File: config.mk
export PLATFORM = sky130hd
export DESIGN_NAME = binomial_coefficient_flat
export DESIGN_NICKNAME = d
export VERILOG_FILES = /design/src/hdl/bc_pkg.sv /design/src/hdl/bc_if.sv /design/src/hdl/bc_divider.sv /design/src/hdl/binomial_coefficient.sv /design/src/flat_wrapper.sv
export SDC_FILE = /design/constraint.sdc
export NUM_CORES = 1
export LEC_CHECK = 0
export BUFFER_PORTS_ARGS = -buffer_cell sky130_fd_sc_hd__buf_2
export CORE_MARGIN = 3
export CORE_UTILIZATION = 64
export DETAILED_ROUTE_END_ITERATION = 10
export PLACE_DENSITY = 0.82
export SLEW_MARGIN = 20
export SYNTH_ARGS = -nofsm -noshare
export SYNTH_HDL_FRONTEND = slang
export SYNTH_HIERARCHICAL = 1
export SYNTH_SLANG_ARGS = --single-unit
File: constraint.sdc
create_clock -name clk -period 10.9 [get_ports clk]
set_input_delay 2.18 -clock clk [delete_from_list [all_inputs] [get_ports clk]]
set_output_delay 2.18 -clock clk [all_outputs]
set_load 0.03 [all_outputs]
File: src/hdl/bc_pkg.sv
package bc_pkg;

  // field widths
  localparam int N_W    = 6;
  localparam int COEF_W = 59;

  // running value and its serial divider
  localparam int ACC_W  = 64;
  localparam int DVS_W  = N_W;
  localparam int REM_W  = DVS_W;
  localparam int STEP_W = $clog2(ACC_W);

  localparam logic [N_W-1:0] MAX_N = N_W'(62);

  typedef struct packed {
    logic busy;
    logic done;
  } div_status_t;

endpackage

File: src/hdl/bc_if.sv
interface bc_in_if;
  logic                    valid;
  logic                    ready;
  logic [bc_pkg::N_W-1:0]  n;
  logic [bc_pkg::N_W-1:0]  k;

  modport source (output valid, output n, output k, input ready);
  modport sink   (input valid, input n, input k, output ready);
endinterface

interface bc_out_if;
  logic                      valid;
  logic                      ready;
  logic [bc_pkg::COEF_W-1:0] coefficient;
  logic                      invalid;

  modport source (output valid, output coefficient, output invalid, input ready);
  modport sink   (input valid, input coefficient, input invalid, output ready);
endinterface

File: src/hdl/bc_divider.sv
module bc_divider (
  input  logic                       clk,
  input  logic                       rst_n,
  input  logic                       start,
  input  logic [bc_pkg::ACC_W-1:0]   dividend,
  input  logic [bc_pkg::DVS_W-1:0]   divisor,
  output logic [bc_pkg::ACC_W-1:0]   quotient,
  output bc_pkg::div_status_t        status
);

  logic [bc_pkg::ACC_W-1:0]  dvd_r, dvd_nxt;
  logic [bc_pkg::REM_W-1:0]  rem_r, rem_nxt;
  logic [bc_pkg::DVS_W-1:0]  dvs_r;
  logic [bc_pkg::STEP_W-1:0] cnt_r;
  logic                      busy_r;
  logic                      done_r;
  logic [bc_pkg::REM_W:0]    shifted;
  logic                      q_bit;

  // one restoring step: bring down the next dividend bit, subtract if it fits
  always_comb begin
    shifted = {rem_r, dvd_r[bc_pkg::ACC_W-1]};
    q_bit   = (shifted >= {1'b0, dvs_r});
    if (q_bit) begin
      rem_nxt = bc_pkg::REM_W'(shifted - {1'b0, dvs_r});
    end else begin
      rem_nxt = shifted[bc_pkg::REM_W-1:0];
    end
    dvd_nxt = {dvd_r[bc_pkg::ACC_W-2:0], q_bit};
  end

  always_ff @(posedge clk) begin
    if (!rst_n) begin
      busy_r <= 1'b0;
      done_r <= 1'b0;
      cnt_r  <= '0;
    end else begin
      done_r <= 1'b0;
      if (start && !busy_r) begin
        busy_r <= 1'b1;
        cnt_r  <= '0;
        dvd_r  <= dividend;
        dvs_r  <= divisor;
        rem_r  <= '0;
      end else if (busy_r) begin
        dvd_r <= dvd_nxt;
        rem_r <= rem_nxt;
        cnt_r <= cnt_r + 1'b1;
        if (cnt_r == bc_pkg::STEP_W'(bc_pkg::ACC_W - 1)) begin
          busy_r <= 1'b0;
          done_r <= 1'b1;
        end
      end
    end
  end

  assign quotient    = dvd_r;
  assign status.busy = busy_r;
  assign status.done = done_r;

endmodule

File: src/hdl/binomial_coefficient.sv
// Binomial coefficient C(n,k) for n up to 62, one request at a time. A request with
// k above n, or n above 62, returns coefficient 0 with invalid set. Otherwise k is
// first replaced by min(k, n-k) and the running value is multiplied by (n-i) and
// divided exactly by (i+1) for each i below it. Each division is done by the serial
// restoring divider, which yields one quotient bit per cycle over the 64-bit running
// value. The result waits in an output register, and the next request may be taken
// while it does.
module binomial_coefficient (
  input  logic     clk,
  input  logic     rst_n,
  bc_in_if.sink    in_ch,
  bc_out_if.source out_ch
);

  typedef enum logic [2:0] {
    S_IDLE,
    S_CHECK,
    S_START,
    S_WAIT,
    S_FINISH
  } state_t;

  state_t                     state_r;
  logic [bc_pkg::N_W-1:0]     n_r;
  logic [bc_pkg::N_W-1:0]     kk_r;
  logic [bc_pkg::N_W-1:0]     i_r;
  logic [bc_pkg::ACC_W-1:0]   acc_r;
  logic                       bad_r;
  logic                       out_valid_r;
  logic [bc_pkg::COEF_W-1:0]  coef_r;
  logic                       invalid_r;

  logic [bc_pkg::N_W-1:0]          n_minus_k;
  logic [bc_pkg::N_W-1:0]          factor;
  logic [bc_pkg::ACC_W+bc_pkg::N_W-1:0] prod_full;
  logic [bc_pkg::ACC_W-1:0]        prod_nxt;
  logic                            bad_nxt;
  logic [bc_pkg::N_W-1:0]          kk_nxt;
  logic [bc_pkg::ACC_W-1:0]        quotient;
  bc_pkg::div_status_t             div_status;
  logic                            div_start;

  always_comb begin
    n_minus_k = in_ch.n - in_ch.k;
    bad_nxt   = (in_ch.n > bc_pkg::MAX_N) || (in_ch.k > in_ch.n);
    kk_nxt    = (in_ch.k > n_minus_k) ? n_minus_k : in_ch.k;
    factor    = n_r - i_r;
    prod_full = acc_r * factor;
    prod_nxt  = prod_full[bc_pkg::ACC_W-1:0];
  end

  assign div_start = (state_r == S_START);

  bc_divider u_div (
    .clk      (clk),
    .rst_n    (rst_n),
    .start    (div_start),
    .dividend (acc_r),
    .divisor  (i_r + 1'b1),
    .quotient (quotient),
    .status   (div_status)
  );

  always_ff @(posedge clk) begin
    if (!rst_n) begin
      state_r     <= S_IDLE;
      out_valid_r <= 1'b0;
    end else begin
      // drop the held item once taken, unless a new one replaces it
      if (out_valid_r && out_ch.ready && state_r != S_FINISH) begin
        out_valid_r <= 1'b0;
      end
      unique case (state_r)
        S_IDLE: begin
          if (in_ch.valid) begin
            n_r   <= in_ch.n;
            kk_r  <= kk_nxt;
            bad_r <= bad_nxt;
            i_r   <= '0;
            acc_r <= bc_pkg::ACC_W'(1);
            state_r <= bad_nxt ? S_FINISH : S_CHECK;
          end
        end
        S_CHECK: begin
          if (i_r == kk_r) begin
            state_r <= S_FINISH;
          end else begin
            acc_r   <= prod_nxt;
            state_r <= S_START;
          end
        end
        S_START: begin
          state_r <= S_WAIT;
        end
        S_WAIT: begin
          if (div_status.done) begin
            acc_r   <= quotient;
            i_r     <= i_r + 1'b1;
            state_r <= S_CHECK;
          end
        end
        S_FINISH: begin
          // hold until the output register is free
          if (!out_valid_r || out_ch.ready) begin
            out_valid_r <= 1'b1;
            invalid_r   <= bad_r;
            coef_r      <= bad_r ? '0 : acc_r[bc_pkg::COEF_W-1:0];
            state_r     <= S_IDLE;
          end
        end
        default: begin
          state_r <= S_IDLE;
        end
      endcase
    end
  end

  assign in_ch.ready        = (state_r == S_IDLE);
  assign out_ch.valid       = out_valid_r;
  assign out_ch.coefficient = coef_r;
  assign out_ch.invalid     = invalid_r;

endmodule

File: src/flat_wrapper.sv
// flat-port wrapper written by rule: the top's interface ports become plain ports
module binomial_coefficient_flat 
  (clk, rst_n, in_ch_valid, in_ch_n, in_ch_k, in_ch_ready, out_ch_valid, out_ch_coefficient, out_ch_invalid, out_ch_ready);
  bc_in_if in_ch_i ();
  bc_out_if out_ch_i ();
  input  logic clk;
  input  logic rst_n;
  input wire logic [$bits(in_ch_i.valid)-1:0] in_ch_valid;
  input wire logic [$bits(in_ch_i.n)-1:0] in_ch_n;
  input wire logic [$bits(in_ch_i.k)-1:0] in_ch_k;
  output wire logic [$bits(in_ch_i.ready)-1:0] in_ch_ready;
  output wire logic [$bits(out_ch_i.valid)-1:0] out_ch_valid;
  output wire logic [$bits(out_ch_i.coefficient)-1:0] out_ch_coefficient;
  output wire logic [$bits(out_ch_i.invalid)-1:0] out_ch_invalid;
  input wire logic [$bits(out_ch_i.ready)-1:0] out_ch_ready;
  assign in_ch_i.valid = in_ch_valid;
  assign in_ch_i.n = in_ch_n;
  assign in_ch_i.k = in_ch_k;
  assign in_ch_ready = in_ch_i.ready;
  assign out_ch_valid = out_ch_i.valid;
  assign out_ch_coefficient = out_ch_i.coefficient;
  assign out_ch_invalid = out_ch_i.invalid;
  assign out_ch_i.ready = out_ch_ready;
  binomial_coefficient u_core (.clk(clk), .rst_n(rst_n), .in_ch(in_ch_i), .out_ch(out_ch_i));
endmodule
---- Word level (Yosys, flattened, before mapping) ----
Cells that the tools add are included.
W data, S select, Z words.
word-level totals
  logic and storage cells ................. 83
  input bits .............................. 16
  memory bits (read-only) ................. 0
  output and inout bits ................... 62
  register bits ........................... 231
  memories ................................ 0
  memory bits (writable) .................. 0
  latch bits .............................. 0
operators by class
  equal/unequal tests ..................... 11
  $add $sub $neg .......................... 5
  div/mod/pow operators ................... 0
  shifts and indexed selects .............. 0
  bitwise operators ....................... 2
  $mul .................................... 1
  multiplexer cells ....................... 25
  reductions and logical operators ........ 20
  order comparisons ....................... 4
operator list
  operator               count
  $mux W64               5
  $pmux W64 S3           1
  $mul A64 B6 Y64        1
  $mux W6                5
  $sub A6 B6 Y6          3
  $mux W3                5
  $pmux W3 S5            1
  $add A6 B1 Y6 const B  2
  $gt A6 B6 Y1           2
  $pmux W6 S2            1
  $reduce_and A3 Y1      3
  $ge A7 B6 Y1           1
  $mux W1                7
  $eq A3 B2 Y1 const B   2
  $eq A6 B6 Y1           1
  $eq A6 B6 Y1 const B   1
  $gt A6 B6 Y1 const B   1
  $ne A2 B2 Y1 const B   3
  $reduce_and A5 Y1      1
  $reduce_and A2 Y1      2
  $reduce_and A4 Y1      1
  $reduce_bool A2 Y1     2
  $eq A3 B1 Y1 const B   1
  $eq A3 B3 Y1 const B   1
  other kinds (10)       15

---- Depth between registers and ports, before layout ----
  word-level depth ........................ 5
  depth in mapped cells ................... 27
  gate-level depth less buffers ........... 24

---- Cells and area by module ----
Netlist, hierarchy kept.
by module, submodules not included
  module                area an instance (um2)  cells each  sequential area each (um2)  times used
  binomial_coefficient  18038.6                 1935        4374.2                      1
  bc_divider            3792.4                  371         2442.3                      1

---- Worst setup path after synthesis ----
No wires, ideal clock.
  path type ............................... input to register
  start point ............................. input rst_n
  end point ............................... register u_core/acc_r[0] in the netlist's numbering (enable)
  setup time .............................. 0.666 ns
  arrival time ............................ 8.878 ns
  slack ................................... 1.356 ns
  required time ........................... 10.234 ns
  stages on the path ...................... 2
  buffers on the path ..................... 0
  path through ............................ nand2b_1 nor4b_1
on the way
  word-level cells in the longest chain between the ends .. 1
ends and longest elaborated chain
  what                         line                        text
  from (decl)                  flat_wrapper.sv:7           input logic rst_n;
  $reduce_and A5 Y1 (no line)  n/a
  to (signal assigned)         binomial_coefficient.sv:80  acc_r <= bc_pkg::ACC_W'(1);
  to (signal assigned)         binomial_coefficient.sv:88  acc_r <= prod_nxt;
  to (signal assigned)         binomial_coefficient.sv:97  acc_r <= quotient;
  to (decl)                    binomial_coefficient.sv:27  logic [bc_pkg::ACC_W-1:0] acc_r;
No other way between the ends.
A chain may end at the register's enable or synchronous reset.

---- Final worst setup path ----
  start point ............................. register u_core/i_r[2] in the netlist's numbering
  end point ............................... register u_core/acc_r[40] in the netlist's numbering (data pin)
on the way
  word-level cells in the longest chain between the ends .. 4
ends and longest elaborated chain
  what                    line                        text
  from (decl)             binomial_coefficient.sv:26  logic [bc_pkg::N_W-1:0] i_r;
  from (signal assigned)  binomial_coefficient.sv:98  i_r <= i_r + 1'b1;
  $sub A6 B6 Y6           binomial_coefficient.sv:47  factor = n_r - i_r;
  $mul A64 B6 Y64         binomial_coefficient.sv:48  prod_full = acc_r * factor;
  $mux W64                binomial_coefficient.sv:85  if (i_r == kk_r) begin
  $pmux W64 S3            binomial_coefficient.sv:73  unique case (state_r)
No other way between the ends. The select of a mux whose other input is x is not followed.

==> impl_metrics.toml <==
[status]
status = "finished, final reports clean"

[synth]
postSynthAreaPerCell_sq_um = 9.47
syn-cell-area_sq_mm = 0.0218
postSynthCellCount = 2305
yosys_warnings = 6
syn_nets = 2653

[timing]
hold_viol = 0
relSlewSlack_pct = 32.8
final-setup-viol-count = 0
max_freq_ghz = 0.140
tightest_slew_ns = 1.01
period_needed_ns = 7.13
skew_ns = 0.0194
rsz0062_at_grt = "false"
setup_tns_ns = 0
slew_viol_final = 0
finalCritPeriodShare_pct = 65.4

[cells_and_area]
ff_latch_area_sq_mm = 0.00682
fin_nets = 2670
multi_input_area_sq_mm = 0.0136
diodes = 0
fillCellCount = 2455
synthToLayoutAreaGrowth_pct = 7.40
drive_gt1_share_pct = 7.55

[clocking]
cts_sinks = 231
hold_buffers = 0
clock_tree.root_cell = "clkbuf_16"
clockBufferDepth = 3
cts-buffers-inserted = 28
clk_latency_ns = 0.57
path_clk_slew_ns = 0.06
cts_resized = 0
cts_max_level = 1
cts_tree = "done"
cts_setup_buffers = 0

[worst_setup_path]
regToRegSetupSlack_ns = 3.77
cp-start-kind = "register"
crit_required_ns = 11.19
path_class = "reg -> reg"
critPathArrivalTime_ns = 7.42
reg2reg_depth = 24
slowest_stage = "buf_4"
cp_max_fo = 58
end_kind = "register"
r2r_end = "u_core/acc_r[40]"
crit_path_max_incr_delay_ns = 0.53
path_cells = "inv_1 -> ha_1 -> o21ai_0 -> a21boi_1 -> o21ai_0 -> nand3_1 -> nor2b_4 -> buf_4 -> and2_1 -> fa_1 -> inv_1 -> fa_1 -> fa_1 -> inv_1 -> ha_1 -> a21oi_1 -> o21ai_0 -> a31oi_1 -> nand2_1 -> a211oi_2 -> o221ai_1 -> a21oi_1 -> xor2_1 -> o21ai_1"
reg2reg_from = "u_core/i_r[2]"

[global_routing]
track_usage_pct = 29.9
grt_pass1_vias = 17300
antenna_found_initial = 1
grt_max_degree = 72
globalRouteOverflowTotal = 0
grt_pass1_wl_mm = 87.3

[placement]
gp_congestion = 0.942
portBuffers = 77
dpl.hpwl_mm = 37.1

[floorplanning]
start_util_pct = 66.1
io_pins = 78
die_x_microns = 191
row_count = 66
die_area_sq_mm = 0.0364
core-area_sq_mm = 0.0330
die_h_microns = 191

[routing]
dr_total_vias = 16400
drt_iter0_markers = 1403
post_drt_via_cell_ratio = 5.90
dr.pass1.iters = 7
antenna_left = 0
wirelength_mm = 52.9
routedWlPerCell_microns = 19.0
drc_errors = 0

[min_path]
hp-start = "u_core/u_div/cnt_r[5]"
hp-class = "reg -> reg"
whs_path_depth = 2
whs_endpoint = "u_core/u_div/cnt_r[5]"

[job]
drv_cap = 0
## per-layer routing
layer | wire length [microns] | GRT usage, %
met5 | 0 | 0
met4 | 1350 | 8.55
met3 | 4510 | 5.64
met2 | 25100 | 49.5
met1 | 22000 | 40.7
## critical path: cells and delay by family, from the launching register on
kind                     cells  cell delay, ns
adder cells (fa/ha/maj)      5            2.14
AND/OR/NAND/NOR              4            0.72
flip-flops                   1            0.46
buffers and inverters        4            0.76
XOR/XNOR                     1            0.24
AO/OA/AOI/OAI               10            2.52
## cell type report
class	count	share of cell area (%)
Timing Repair Buffer	93	2.24
Tap cell	442	2.36
Clock buffer	33	3.11
Sequential cell	231	29.1
Inverter	287	4.60
Multi-Input combinational cell	1681	57.9
Clock inverter	18	0.699
## flip-flops by register name (all words and copies together) (netlist names), 3 cells and up
| signal | cells |
|---|---|
| u_core/n_r | 6 |
| u_core/out_ch.coefficient | 59 |
| u_core/u_div/rem_r | 6 |
| u_core/acc_r | 64 |
| u_core/i_r | 6 |
| u_core/kk_r | 6 |
| u_core/state_r | 3 |
| u_core/u_div/cnt_r | 6 |
| u_core/u_div/dvs_r | 6 |
| u_core/u_div/quotient | 64 |
## worst max path at each step
stage | startpoint | endpoint | slack [ns] | depth (start not counted)
after global routing | u_core/i_r[1] | u_core/acc_r[61] | 3.41 | 25
final | u_core/i_r[2] | u_core/acc_r[40] | 3.77 | 24
after global placement | u_core/i_r[2] | u_core/acc_r[63] | 4.13 | 24
after CTS | u_core/i_r[2] | u_core/acc_r[40] | 3.86 | 24
after floorplan | rst_n | u_core/acc_r[0] | 1.36 | 2
after detailed placement | u_core/i_r[2] | u_core/acc_r[61] | 3.98 | 24
## per-stage QoR
stage                     area [sq um]  hold WS (ns)  worst slack, ns  util, %  cells
after floorplan                  21800         0.458             1.36        -   2305
after global routing             23400         0.526             3.41     71.0   2785
after global placement           22500         0.467             4.13     68.1   2732
after detailed placement         22500         0.489             3.98     68.1   2732
after CTS                        23400         0.497             3.86     70.8   2783
final                            23400         0.498             3.77     71.0   2785
## layout by cell type, fill, tap and decap left out, types with 60 or more instances in the layout
master and n:
nand2_1 445, inv_1 287, fa_1 239, edfxtp_1 219, and2_1 185, ha_1 92, a21oi_1 80, buf_2 77
nor2b_1 75, nand2b_1 70, o21ai_0 60
Power is left out: the tool's default activity adds up to more than one toggle a clock period on the data nets, which glitch-free logic cannot reach.
